`config.mk`:
```
export PLATFORM = sky130hd
export DESIGN_NAME = pending_ack_timeout_table_top_flat
export DESIGN_NICKNAME = d
export VERILOG_FILES = /design/src/rtl/patt_pkg.sv /design/src/rtl/patt_ifs.sv /design/src/rtl/pending_ack_timeout_table_top.sv /design/src/flat_wrapper.sv
export SDC_FILE = /design/constraint.sdc
export NUM_CORES = 1
export LEC_CHECK = 0
export BUFFER_PORTS_ARGS = -buffer_cell sky130_fd_sc_hd__buf_2
export CAP_MARGIN = 20
export CORE_MARGIN = 3
export CORE_UTILIZATION = 60
export DETAILED_ROUTE_END_ITERATION = 10
export PLACE_DENSITY = 0.74
export SLEW_MARGIN = 10
export SYNTH_ARGS = -nofsm -noshare
export SYNTH_HDL_FRONTEND = slang
export SYNTH_SLANG_ARGS = --single-unit
```
`constraint.sdc`:
```
create_clock -name clk -period 6.7 [get_ports clk]
set_input_delay 1.34 -clock clk [delete_from_list [all_inputs] [get_ports clk]]
set_output_delay 1.34 -clock clk [all_outputs]
set_load 0.01 [all_outputs]
```
`src/rtl/patt_pkg.sv`:
```
// ----------------------------------------------------------------------------
// patt_pkg
// Shared types and constants of the pending acknowledgement timeout table:
// operation codes, field widths and the request and response payloads.
// ----------------------------------------------------------------------------
package patt_pkg;

	localparam int KIND_BITS        = 2;
	localparam int ID_BITS          = 16;
	localparam int TIME_BITS        = 32;
	localparam int HANDLE_PORT_BITS = 8;
	localparam int SLOT_PORT_BITS   = 3;

	localparam logic [TIME_BITS-1:0] TIME_ALL_ONES = '1;

	typedef enum logic [KIND_BITS-1:0] {
		KIND_ADD    = 2'd0,
		KIND_DELETE = 2'd1,
		KIND_ELAPSE = 2'd2
	} kind_t;

	typedef struct packed {
		logic [KIND_BITS-1:0]        kind;
		logic [ID_BITS-1:0]          pkt_id;
		logic [HANDLE_PORT_BITS-1:0] buffer_handle;
		logic [TIME_BITS-1:0]        timeout_ms;
		logic [TIME_BITS-1:0]        elapsed_ms;
	} req_t;

	typedef struct packed {
		logic                        accepted;
		logic                        released_valid;
		logic [HANDLE_PORT_BITS-1:0] released_handle;
		logic [TIME_BITS-1:0]        min_remaining_ms;
		logic                        expired_found;
		logic [SLOT_PORT_BITS-1:0]   expired_slot;
		logic [ID_BITS-1:0]          expired_pkt_id;
		logic [HANDLE_PORT_BITS-1:0] expired_handle;
	} rsp_t;

endpackage

```
`src/rtl/patt_ifs.sv`:
```
// ----------------------------------------------------------------------------
// patt_ifs
// Valid/ready channels of the timeout table: one for request items, one for
// response items.
// ----------------------------------------------------------------------------
interface patt_req_if;
	logic              valid;
	logic              ready;
	patt_pkg::req_t    data;

	modport source (output valid, output data, input ready);
	modport sink (input valid, input data, output ready);
endinterface

interface patt_rsp_if;
	logic              valid;
	logic              ready;
	patt_pkg::rsp_t    data;

	modport source (output valid, output data, input ready);
	modport sink (input valid, input data, output ready);
endinterface

```
`src/rtl/pending_ack_timeout_table_top.sv`:
```
// ----------------------------------------------------------------------------
// pending_ack_timeout_table_top
// Table of packets waiting for acknowledgement, with per-entry timers.
// ----------------------------------------------------------------------------
// One item is worked at a time. The entries sit in one synchronous memory
// with a single read port: every item scans all slots, one read per cycle,
// then a tail state works on the last read's data and a finish state
// commits an add and registers the response. During the scan an elapse item
// writes each lowered timer back; the same pass collects the least remaining
// time, the lowest expired slot, a duplicate id for an add and the matching
// entry for a delete. Occupancy lives in one flip-flop per slot, cleared at
// reset, so the table is empty right after reset with no clearing pass. A
// finished response waits in an output register; the next request is taken
// while it waits and only its commit stalls until the response is gone.
// Kind three changes nothing and reports accepted low with the table status.
// ----------------------------------------------------------------------------
module pending_ack_timeout_table_top #(
	parameter int TABLE_SLOTS = 8,
	parameter int HANDLE_BITS = 8
) (
	input  logic        clk,
	input  logic        arst_n,
	patt_req_if.sink    req,
	patt_rsp_if.source  rsp
);

	localparam int SLOT_BITS = (TABLE_SLOTS > 1) ? $clog2(TABLE_SLOTS) : 1;
	localparam int HW = (HANDLE_BITS < patt_pkg::HANDLE_PORT_BITS) ?
		HANDLE_BITS : patt_pkg::HANDLE_PORT_BITS;
	localparam logic [SLOT_BITS-1:0] LAST_SLOT = SLOT_BITS'(TABLE_SLOTS - 1);

	typedef struct packed {
		logic [patt_pkg::ID_BITS-1:0]   id;
		logic [patt_pkg::TIME_BITS-1:0] rem;
		logic [HW-1:0]                  hnd;
	} entry_t;

	typedef enum logic [1:0] {
		ST_IDLE,
		ST_SCAN,
		ST_TAIL,
		ST_FINISH
	} state_t;

	state_t state_q;

	// Latched request and the snapshot of table fullness at transfer.
	patt_pkg::req_t op_q;
	logic           full_q;

	// Entry store and occupancy.
	entry_t                  mem [TABLE_SLOTS];
	logic [TABLE_SLOTS-1:0]  valid_q;
	logic                    mem_we;
	logic [SLOT_BITS-1:0]    mem_wa;
	entry_t                  mem_wd;

	// Scan pipeline: read address, then the read data stage.
	logic [SLOT_BITS-1:0]    rd_idx_q;
	entry_t                  rd_s1;
	logic                    vld_s1;
	logic                    occ_s1;
	logic [SLOT_BITS-1:0]    idx_s1;

	// Scan accumulators.
	logic                           dup_q;
	logic                           del_hit_q;
	logic [SLOT_BITS-1:0]           del_slot_q;
	logic [HW-1:0]                  rel_handle_q;
	logic [patt_pkg::TIME_BITS-1:0] min_q;
	logic                           exp_found_q;
	logic [SLOT_BITS-1:0]           exp_slot_q;
	logic [patt_pkg::ID_BITS-1:0]   exp_id_q;
	logic [HW-1:0]                  exp_hnd_q;

	// Response register.
	logic           rsp_valid_q;
	patt_pkg::rsp_t rsp_data_q;

	logic                           req_xfer;
	logic                           finish_go;
	logic                           is_add;
	logic                           is_delete;
	logic                           is_elapse;
	logic                           add_ok;
	logic [SLOT_BITS-1:0]           free_slot;
	logic [patt_pkg::TIME_BITS-1:0] eff_rem_s1;
	logic                           id_hit_s1;
	logic                           counted_s1;
	logic [patt_pkg::TIME_BITS-1:0] min_sel;
	logic                           new_exp;
	logic [SLOT_BITS-1:0]           fin_slot;
	logic [patt_pkg::ID_BITS-1:0]   fin_id;
	logic [HW-1:0]                  fin_hnd;
	logic [SLOT_BITS+2:0]           fin_slot_wide;
	logic [HW+7:0]                  fin_hnd_wide;
	logic [HW+7:0]                  rel_hnd_wide;
	patt_pkg::rsp_t                 rsp_next;

	assign req.ready = (state_q == ST_IDLE);
	assign req_xfer  = req.valid && req.ready;
	assign rsp.valid = rsp_valid_q;
	assign rsp.data  = rsp_data_q;

	assign is_add    = (op_q.kind == patt_pkg::KIND_ADD);
	assign is_delete = (op_q.kind == patt_pkg::KIND_DELETE);
	assign is_elapse = (op_q.kind == patt_pkg::KIND_ELAPSE);

	assign finish_go = (state_q == ST_FINISH) && (!rsp_valid_q || rsp.ready);
	assign add_ok    = is_add && (op_q.pkt_id != '0) && !dup_q && !full_q;

	// Lowest free slot.
	always_comb begin
		free_slot = '0;
		for (int i = TABLE_SLOTS - 1; i >= 0; i--) begin
			if (!valid_q[i]) begin
				free_slot = SLOT_BITS'(i);
			end
		end
	end

	// Read data stage: lower the timer for elapse, saturating at zero.
	always_comb begin
		eff_rem_s1 = rd_s1.rem;
		if (is_elapse) begin
			eff_rem_s1 = (rd_s1.rem < op_q.elapsed_ms) ? '0 : rd_s1.rem - op_q.elapsed_ms;
		end
	end

	assign id_hit_s1  = occ_s1 && (rd_s1.id == op_q.pkt_id);
	assign counted_s1 = occ_s1 && !(is_delete && id_hit_s1);

	// Single write port: an add commits at finish, elapse writes back during
	// the scan. The two never fall in the same cycle.
	always_comb begin
		mem_we = 1'b0;
		mem_wa = idx_s1;
		mem_wd = '{id: rd_s1.id, rem: eff_rem_s1, hnd: rd_s1.hnd};
		if (finish_go && add_ok) begin
			mem_we = 1'b1;
			mem_wa = free_slot;
			mem_wd = '{id: op_q.pkt_id, rem: op_q.timeout_ms,
				hnd: op_q.buffer_handle[HW-1:0]};
		end else if (vld_s1 && occ_s1 && is_elapse) begin
			mem_we = 1'b1;
		end
	end

	always_ff @(posedge clk) begin
		if (mem_we) begin
			mem[mem_wa] <= mem_wd;
		end
		rd_s1 <= mem[rd_idx_q];
	end

	// Hold the request for the whole item.
	always_ff @(posedge clk) begin
		if (req_xfer) begin
			op_q <= req.data;
		end
	end

	// Scan address and read data stage control.
	always_ff @(posedge clk or negedge arst_n) begin
		if (!arst_n) begin
			rd_idx_q <= '0;
			vld_s1   <= 1'b0;
			occ_s1   <= 1'b0;
			idx_s1   <= '0;
			full_q   <= 1'b0;
		end else begin
			vld_s1 <= (state_q == ST_SCAN);
			occ_s1 <= valid_q[rd_idx_q];
			idx_s1 <= rd_idx_q;
			if (req_xfer) begin
				rd_idx_q <= '0;
				full_q   <= &valid_q;
			end else if (state_q == ST_SCAN && rd_idx_q != LAST_SLOT) begin
				rd_idx_q <= rd_idx_q + 1'b1;
			end
		end
	end

	// Accumulate over the scanned entries; slots arrive in ascending order.
	always_ff @(posedge clk or negedge arst_n) begin
		if (!arst_n) begin
			dup_q        <= 1'b0;
			del_hit_q    <= 1'b0;
			del_slot_q   <= '0;
			rel_handle_q <= '0;
			min_q        <= patt_pkg::TIME_ALL_ONES;
			exp_found_q  <= 1'b0;
			exp_slot_q   <= '0;
			exp_id_q     <= '0;
			exp_hnd_q    <= '0;
		end else if (req_xfer) begin
			dup_q       <= 1'b0;
			del_hit_q   <= 1'b0;
			min_q       <= patt_pkg::TIME_ALL_ONES;
			exp_found_q <= 1'b0;
		end else if (vld_s1) begin
			if (is_add && id_hit_s1) begin
				dup_q <= 1'b1;
			end
			if (is_delete && id_hit_s1) begin
				del_hit_q    <= 1'b1;
				del_slot_q   <= idx_s1;
				rel_handle_q <= rd_s1.hnd;
			end
			if (counted_s1) begin
				if (eff_rem_s1 < min_q) begin
					min_q <= eff_rem_s1;
				end
				if (eff_rem_s1 == '0 && !exp_found_q) begin
					exp_found_q <= 1'b1;
					exp_slot_q  <= idx_s1;
					exp_id_q    <= rd_s1.id;
					exp_hnd_q   <= rd_s1.hnd;
				end
			end
		end
	end

	// Occupancy: set on a committed add, drop on a delete hit.
	always_ff @(posedge clk or negedge arst_n) begin
		if (!arst_n) begin
			valid_q <= '0;
		end else if (finish_go) begin
			if (add_ok) begin
				valid_q[free_slot] <= 1'b1;
			end
			if (del_hit_q) begin
				valid_q[del_slot_q] <= 1'b0;
			end
		end
	end

	// Merge the added entry into the scan results.
	always_comb begin
		min_sel = min_q;
		if (add_ok && op_q.timeout_ms < min_q) begin
			min_sel = op_q.timeout_ms;
		end
		new_exp = add_ok && (op_q.timeout_ms == '0) &&
			(!exp_found_q || free_slot < exp_slot_q);
		fin_slot = exp_slot_q;
		fin_id   = exp_id_q;
		fin_hnd  = exp_hnd_q;
		if (new_exp) begin
			fin_slot = free_slot;
			fin_id   = op_q.pkt_id;
			fin_hnd  = op_q.buffer_handle[HW-1:0];
		end
		fin_slot_wide = {3'b000, fin_slot};
		fin_hnd_wide  = {8'h00, fin_hnd};
		rel_hnd_wide  = {8'h00, rel_handle_q};

		rsp_next = '0;
		rsp_next.accepted         = add_ok || del_hit_q || is_elapse;
		rsp_next.released_valid   = del_hit_q;
		rsp_next.min_remaining_ms = (min_sel == patt_pkg::TIME_ALL_ONES) ? '0 : min_sel;
		rsp_next.expired_found    = exp_found_q || new_exp;
		if (del_hit_q) begin
			rsp_next.released_handle = rel_hnd_wide[patt_pkg::HANDLE_PORT_BITS-1:0];
		end
		if (exp_found_q || new_exp) begin
			rsp_next.expired_slot   = fin_slot_wide[patt_pkg::SLOT_PORT_BITS-1:0];
			rsp_next.expired_pkt_id = fin_id;
			rsp_next.expired_handle = fin_hnd_wide[patt_pkg::HANDLE_PORT_BITS-1:0];
		end
	end

	// Sequencer and response register.
	always_ff @(posedge clk or negedge arst_n) begin
		if (!arst_n) begin
			state_q     <= ST_IDLE;
			rsp_valid_q <= 1'b0;
			rsp_data_q  <= '0;
		end else begin
			// Load a finished response; otherwise drop the held one once it
			// transfers.
			if (finish_go) begin
				rsp_valid_q <= 1'b1;
				rsp_data_q  <= rsp_next;
			end else if (rsp.ready) begin
				rsp_valid_q <= 1'b0;
			end
			unique case (state_q)
				ST_IDLE: begin
					if (req_xfer) begin
						state_q <= ST_SCAN;
					end
				end
				ST_SCAN: begin
					if (rd_idx_q == LAST_SLOT) begin
						state_q <= ST_TAIL;
					end
				end
				ST_TAIL: begin
					state_q <= ST_FINISH;
				end
				ST_FINISH: begin
					if (finish_go) begin
						state_q <= ST_IDLE;
					end
				end
				default: begin
					state_q <= ST_IDLE;
				end
			endcase
		end
	end

	// A response appears only out of the commit cycle.
	a_rsp_from_finish: assert property (@(posedge clk) disable iff (!arst_n)
		$rose(rsp_valid_q) |-> $past(state_q == ST_FINISH))
		else $error("response raised outside commit");

	// A released buffer only comes with an accepted delete.
	a_release_accepted: assert property (@(posedge clk) disable iff (!arst_n)
		rsp_valid_q && rsp_data_q.released_valid |-> rsp_data_q.accepted)
		else $error("release without acceptance");

	// A nonzero least timeout needs an occupied slot; the occupancy cannot
	// change while the response waits.
	a_min_needs_entry: assert property (@(posedge clk) disable iff (!arst_n)
		rsp_valid_q && rsp_data_q.min_remaining_ms != '0 |-> valid_q != '0)
		else $error("least timeout reported for empty table");

	// Read data is worked only inside the scan.
	a_s1_in_scan: assert property (@(posedge clk) disable iff (!arst_n)
		vld_s1 |-> (state_q == ST_SCAN || state_q == ST_TAIL))
		else $error("scan data outside scan");

endmodule
```
`src/flat_wrapper.sv`:
```
// flat-port wrapper written by rule: the top's interface ports become plain ports
module pending_ack_timeout_table_top_flat 
#(
	parameter int TABLE_SLOTS = 8,
	parameter int HANDLE_BITS = 8
)
  (clk, arst_n, req_valid, req_data, req_ready, rsp_valid, rsp_data, rsp_ready);
  patt_req_if req_i ();
  patt_rsp_if rsp_i ();
  input  logic clk;
  input  logic arst_n;
  input wire logic [$bits(req_i.valid)-1:0] req_valid;
  input wire logic [$bits(req_i.data)-1:0] req_data;
  output wire logic [$bits(req_i.ready)-1:0] req_ready;
  output wire logic [$bits(rsp_i.valid)-1:0] rsp_valid;
  output wire logic [$bits(rsp_i.data)-1:0] rsp_data;
  input wire logic [$bits(rsp_i.ready)-1:0] rsp_ready;
  assign req_i.valid = req_valid;
  assign req_i.data = req_data;
  assign req_ready = req_i.ready;
  assign rsp_valid = rsp_i.valid;
  assign rsp_data = rsp_i.data;
  assign rsp_i.ready = rsp_ready;
  pending_ack_timeout_table_top #(.TABLE_SLOTS(TABLE_SLOTS), .HANDLE_BITS(HANDLE_BITS)) u_core (.clk(clk), .arst_n(arst_n), .req(req_i), .rsp(rsp_i));
endmodule
```
==> impl_metrics.yaml, run 1 <==
clock_tree:
  cts_htree_levels: 3
  clk_pin_slew_ns: 0.06
  root_buffer: "clkbuf_16"
  max-clock-path-buffers: 3
  clk_latency_ns: 0.62
  cts-resized-gates: 0
  cts_sinks: 757
  cts_tree: "built"
  post_cts.repair.setup_buffers: 0
  cts_hold_buf: 0
  cts_buffers: 76
hold_path:
  holdCritStartpoint: "u_core.rsp.data[66]$_DFFE_PN0P_"
  hp-class: "register to register"
worst_setup_path:
  critPathKind: "register to register"
  crit_path_start: "u_core.rd_s1[8]$_DFF_P_"
  crit_end: "u_core.min_q[0]$_DFFE_PN1P_"
  r2r_slack_ns: 0.98
  r2r-end: "u_core.min_q[0]$_DFFE_PN1P_"
  reg2reg_depth: 23
  cp-end-kind: "register"
  critical_path_required_ns: 7.23
  path_max_fanout: 30
  worstSetupStartpointType: "register"
  arrival_ns: 6.25
  r2r-start: "u_core.rd_s1[8]$_DFF_P_"
detailed_routing:
  wl_met3_mm: 6.91
  wl_met2_mm: 36.5
  routedWlPerCell_um: 25.9
  routed_wl_mm: 81.2
  vias: 19700
  first_pass_iters: 5
  m1WireLength_mm: 35.0
  top_layer_used: "met4"
  ant_nets: 0
  drt_iter0_markers: 1724
  via_per_inst: 6.29
  drc_errors: 0
cells_and_area:
  final-seq-area_um2: 21400
  multi_input_area_um2: 10500
  final_area_um2: 36700
  layout_common_cells: "edfxtp_1, nand2_1, buf_2"
  drive_gt1_share_pct: 23.5
  diodes: 0
  mostFrequentLayoutCell: "edfxtp_1"
  utilization_pct: 69.2
  n_fill_cell: 3583
  fin_nets: 2582
  areaGrowthSynthToFinish_pct: 13.1
timing:
  tightest_slew_ns: 1.07
  hold_slack_ns: 0.462
  period_needed_ns: 5.72
  period_share_pct: 85.4
  tns_ns: 0
  maxSlewViolCount: 0
  skew_ns: 0.0269
  clock.fmax_mhz: 175
  rsz0062_at_grt: "no"
  relSlewSlack_pct: 28.8
  finalSetupViolCount: 0
  hold_violations: 0
  fin_ws_ns: 0.979
synthesis:
  synth.distinct_cells: 69
  synth_flop_cell: "edfxtp_1"
  synth-seq-cells: 757
  ys_seq_area_share_pct: 65.9
  syn-instance-count: 2199
  synth-edff-count: 538
  synth_nets: 2396
  avgSynthCellArea_um2: 14.8
  ys_warn_count: 0
  async_flop_share_pct: 21.5
  syn_area_um2: 32500
floorplanning:
  chipWidth_um: 239
  fp.dieH_um: 239
  initial_core_util_pct: 61.2
  std_cell_rows: 84
  core_um2: 53100
  dieArea_um2: 57000
  io_pins: 166
pwr:
  p_leak_nw: 14.3
  irDropWorstVdd_v: 0.000471
  pwr_density_cell_nw_per_um2: 454
run_status:
  status: "finished clean"
global_route:
  gr-usage-all-layers_pct: 29.0
  grt_pass1_wl_mm: 123
  grt_pass1_vias: 19900
  grt-ovfl-total: 0
  grt_antenna_before_repair: 0
  grt_max_degree: 118
placement:
  place_area_um2: 34300
  gp_congestion: 0.966
  place_ws_ns: 1.06
  port-buffer-count: 165
  detailedPlacementHpwl_mm: 53.0
job:
  maxCapViolCount: 0
==> through the flow <==
step / std cells / power [W]
2_1_floorplan: 2199 / 0.0106
3_5_place_dp: 2994 / 0.0125
3_3_place_gp: 2992 / 0.0124
6_report: 3134 / 0.0167
5_1_grt: 3134 / 0.0175
4_1_cts: 3133 / 0.0167
==> state kept, by name (all words and copies together), names as in the netlist <==
register             flops
u_core.rd_s1            56
u_core.exp_hnd_q         8
u_core.state_q           2
u_core.rsp.data         70
u_core.rsp.valid         1
u_core.rd_idx_q          3
u_core.del_slot_q        3
u_core.op_q             90
u_core.mem             448
u_core.full_q            1
u_core.exp_id_q         16
u_core.vld_s1            1
u_core.valid_q           8
u_core.rel_handle_q      8
u_core.occ_s1            1
u_core.dup_q             1
u_core.del_hit_q         1
u_core.exp_slot_q        3
u_core.exp_found_q       1
u_core.min_q            32
u_core.idx_s1            3
==> synth_stat cells, types with 36 or more instances <==
cell      count  area share [%]
a21oi_1      62            0.96
clkbuf_1     71            0.82
dfrtp_1     131              10
dfxtp_1      56             3.5
edfxtp_1    538              50
ha_1        102             3.9
inv_1        78            0.90
mux2_2       77             2.7
mux2i_1      62             1.9
mux4_2      114             7.9
nand2_1     246             2.8
nand4_1      36            0.69
nor2_1      144             1.7
o211ai_1     36            0.83
o21ai_0     107             1.6
==> critical path, cell delays in order (launching register included) <==
cell	delay (ns)
dfxtp_1	0.33
inv_1	0.06
ha_1	0.16
inv_1	0.06
fa_1	0.42
a211o_1	0.30
a211oi_1	0.25
nor2_1	0.09
or3_1	0.42
a31o_2	0.24
o21a_1	0.44
a22o_1	0.40
ha_1	0.33
nand4_1	0.11
nor2_1	0.16
and3_1	0.22
nand4_1	0.14
a2111oi_0	0.53
nand3_1	0.13
a21oi_1	0.19
nor3_2	0.07
buf_4	0.24
and2_0	0.17
o21ai_0	0.15
==> cell type report <==
cell class,instances,area share (%)
clock buffer,100,5.70
clock inverter,39,0.964
inverter,78,0.804
multi-input combinational,1275,28.7
sequential,757,58.3
tap,688,2.34
timing repair buffer,197,3.24
==> logic make-up (layout without fill, tap and decap cells) <==
kind of cell	count (synthesis)	in the layout	synth area share [%]
multiplexers	272	272	13.4
adder cells (fa/ha/maj)	103	103	3.99
AND/OR/NAND/NOR	533	533	7.27
flip-flops	757	757	65.9
buffers and inverters	167	414	1.98
AO/OA/AOI/OAI	320	320	6.25
XOR/XNOR	47	47	1.27
==> routing by layer <==
metal | GRT usage (%) | vias to the layer above
met3 | 6.09 | 158
met2 | 43.3 | 830
li1 | - | 8725
met1 | 43.2 | 9992
met4 | 9.82 | 0
met5 | 0 | -
==> power by group <==
group | leakage, nW | internal, W | switching [W]
Clock | 1.18 | 0.00237 | 0.00178
Sequential | 7.42 | 0.00632 | 0.000632
Combinational | 5.65 | 0.00210 | 0.00348
==> how the worst min path moves through the flow <==
stage | end | slack [ns] | cells past startpoint
after floorplan | u_core.idx_s1[1]$_DFF_PN0_ | 0.38 | 0
after global placement | u_core.rsp.data[66]$_DFFE_PN0P_ | 0.44 | 2
after detailed placement | u_core.rsp.data[66]$_DFFE_PN0P_ | 0.46 | 2
after CTS | u_core.rsp.data[66]$_DFFE_PN0P_ | 0.47 | 2
after global routing | u_core.rsp.data[62]$_DFFE_PN0P_ | 0.50 | 2
final | u_core.rsp.data[66]$_DFFE_PN0P_ | 0.46 | 2
Note: power is estimated with default switching activity, not from simulation.
==> inputs of run 2 (changes only) <==
==> constraint.sdc (replaced) <==
create_clock -name clk -period 6.7 [get_ports clk]
set_input_delay 0.67 -clock clk [delete_from_list [all_inputs] [get_ports clk]]
set_output_delay 0.67 -clock clk [all_outputs]
set_load 0.01 [all_outputs]
==> run 2 against run 1 <==
Net effect:
- sequential share of layout area is essentially flat
- total power is 0.66% higher
- setup slack worse by 0.087 ns
- critical path type unchanged
- critical endpoint unchanged
==> impl_metrics.yaml, run 2 (synthesis gave the netlist of run 1 again) <==
pwr:
  comb_power_share_pct: 33.2
  cellInternalPower_w: 0.0109
  pwr_density_cell_nw_per_um2: 457
  clkPwrFrac_pct: 25.4
  irDropWorstVdd_v: 0.000307
  p_seq_share_pct: 41.4
  p_sw_share_pct: 35.2
  p_leak_nw: 14.3
  p_total_w: 0.0168
  switchingPower_w: 0.00592
worst_setup_path:
  cp-end-kind: "register"
  reg2reg_depth: 23
  crit_buf_inv: 3
  critical_path_required_ns: 7.23
  path_max_fanout: 30
  worstSetupStartpointType: "register"
  crit_path_start: "u_core.rd_s1[8]$_DFF_P_"
  r2r-start: "u_core.rd_s1[8]$_DFF_P_"
  slowest_stage: "a2111oi_0"
  r2r_slack_ns: 0.89
  cp.depth: 23
  critical_path.max_stage_delay_ns: 0.57
  critPathTopFamily: "compound AO/OA/AOI/OAI gates"
  arrival_ns: 6.34
  crit_end: "u_core.min_q[0]$_DFFE_PN1P_"
  critPathKind: "register to register"
  path_cells: "inv_1 > ha_1 > inv_1 > fa_1 > a211o_1 > a211oi_1 > nor2_1 > or3_1 > a31o_2 > o21a_1 > a22o_1 > ha_1 > nand4_1 > nor2_1 > and3_1 > nand4_1 > a2111oi_0 > nand3_1 > a21oi_1 > nor3_2 > buf_4 > and2_0 > o21ai_0"
  r2r-end: "u_core.min_q[0]$_DFFE_PN1P_"
detailed_routing:
  first_pass_iters: 5
  ant_nets: 0
  drt_iter0_markers: 2016
  drc_errors: 0
  routed_wl_mm: 81.3
  vias: 19800
  via_per_inst: 6.33
  routedWlPerCell_um: 25.9
clock_tree:
  cts-resized-gates: 0
  clk_latency_ns: 0.62
  root_buffer: "clkbuf_16"
  max-clock-path-buffers: 3
  clk_pin_slew_ns: 0.06
  cts_hold_buf: 0
  post_cts.repair.setup_buffers: 0
  cts_buffers: 77
  cts_tree: "built"
  cts_sinks: 757
  cts_htree_levels: 3
timing:
  maxSlewViolCount: 0
  tightest_slew_ns: 1.12
  clock.fmax_mhz: 172
  hold_violations: 0
  rsz0062_at_grt: "no"
  finalSetupViolCount: 0
  relSlewSlack_pct: 25.1
  skew_ns: 0.0226
  hold_slack_ns: 0.221
  tns_ns: 0
  period_needed_ns: 5.81
  period_share_pct: 86.7
floorplanning:
  core_um2: 53100
  fp.dieH_um: 239
  std_cell_rows: 84
  dieArea_um2: 57000
  io_pins: 166
  chipWidth_um: 239
  initial_core_util_pct: 61.2
global_route:
  use_met1_pct: 44.4
  top_usage_layer: "met1"
  gr-usage-all-layers_pct: 29.0
  grt_pass1_wl_mm: 123
  grt_max_degree: 119
  gr-usage-met3_pct: 4.79
  met2_usage_pct: 43.8
  grt_pass1_vias: 19800
  grt-ovfl-total: 0
  grt_antenna_before_repair: 1
placement:
  detailedPlacementHpwl_mm: 52.5
  port-buffer-count: 165
  gp_congestion: 0.980
  place_inst: 2992
cells_and_area:
  largest_reg_flops: 448
  diodes: 0
  layout_common_cells: "edfxtp_1, nand2_1, buf_2"
  stdcell_count: 3135
  largest-register: "u_core.mem"
  fin_nets: 2582
  utilization_pct: 69.2
  mostFrequentLayoutCell: "edfxtp_1"
  drive_gt1_share_pct: 23.5
  areaGrowthSynthToFinish_pct: 13.1
hold_path:
  hp-class: "input pin to register"
job:
  maxCapViolCount: 0
run_status:
  status: "finished clean"
## run 2: worst min-delay path by stage
stage	start	endpoint	slack (ns)	cells after the start
final	req_data[83]	u_core.op_q[83]$_DFFE_PP_	0.22	1
after global routing	req_data[83]	u_core.op_q[83]$_DFFE_PP_	0.19	1
after CTS	req_data[83]	u_core.op_q[83]$_DFFE_PP_	0.19	1
after detailed placement	u_core.rsp.data[60]$_DFFE_PN0P_	u_core.rsp.data[60]$_DFFE_PN0P_	0.46	2
after global placement	u_core.rsp.data[66]$_DFFE_PN0P_	u_core.rsp.data[66]$_DFFE_PN0P_	0.45	2
after floorplan	arst_n	u_core.del_hit_q$_DFFE_PN0P_	0.37	0
## run 2: through the flow
stage          cell area (µm²)  worst slack (ns)
2_1_floorplan            32500             0.676
3_3_place_gp             34100              1.13
3_5_place_dp             34200              1.05
4_1_cts                  36700             0.986
5_1_grt                  36700             0.525
6_report                 36700             0.893
## run 2: area by class of cell
cell class | instances | area (µm²)
clock inverters | 40 | 433
well taps | 688 | 861
flip-flops and latches | 757 | 21400
fillers | 3517 | 16400
clock buffers | 101 | 2090
multi-input cells | 1275 | 10500
inverters | 78 | 295
repair buffers | 196 | 1110
## run 2: per-layer routing
layer | share of wire (%) | vias up
li1 | - | 8702
met1 | 44 | 10100
met2 | 46 | 866
met3 | 7.6 | 138
met4 | 2.7 | 0
met5 | 0 | -
## run 2: power groups by stage
stage               combinational [W]  sequential, W  clock, W
finish                        0.00558        0.00695   0.00426
global route                  0.00607        0.00700   0.00452
CTS                           0.00550        0.00693   0.00433
detailed placement            0.00546        0.00701         0
global placement              0.00535        0.00699         0
floorplan                     0.00380        0.00677         0
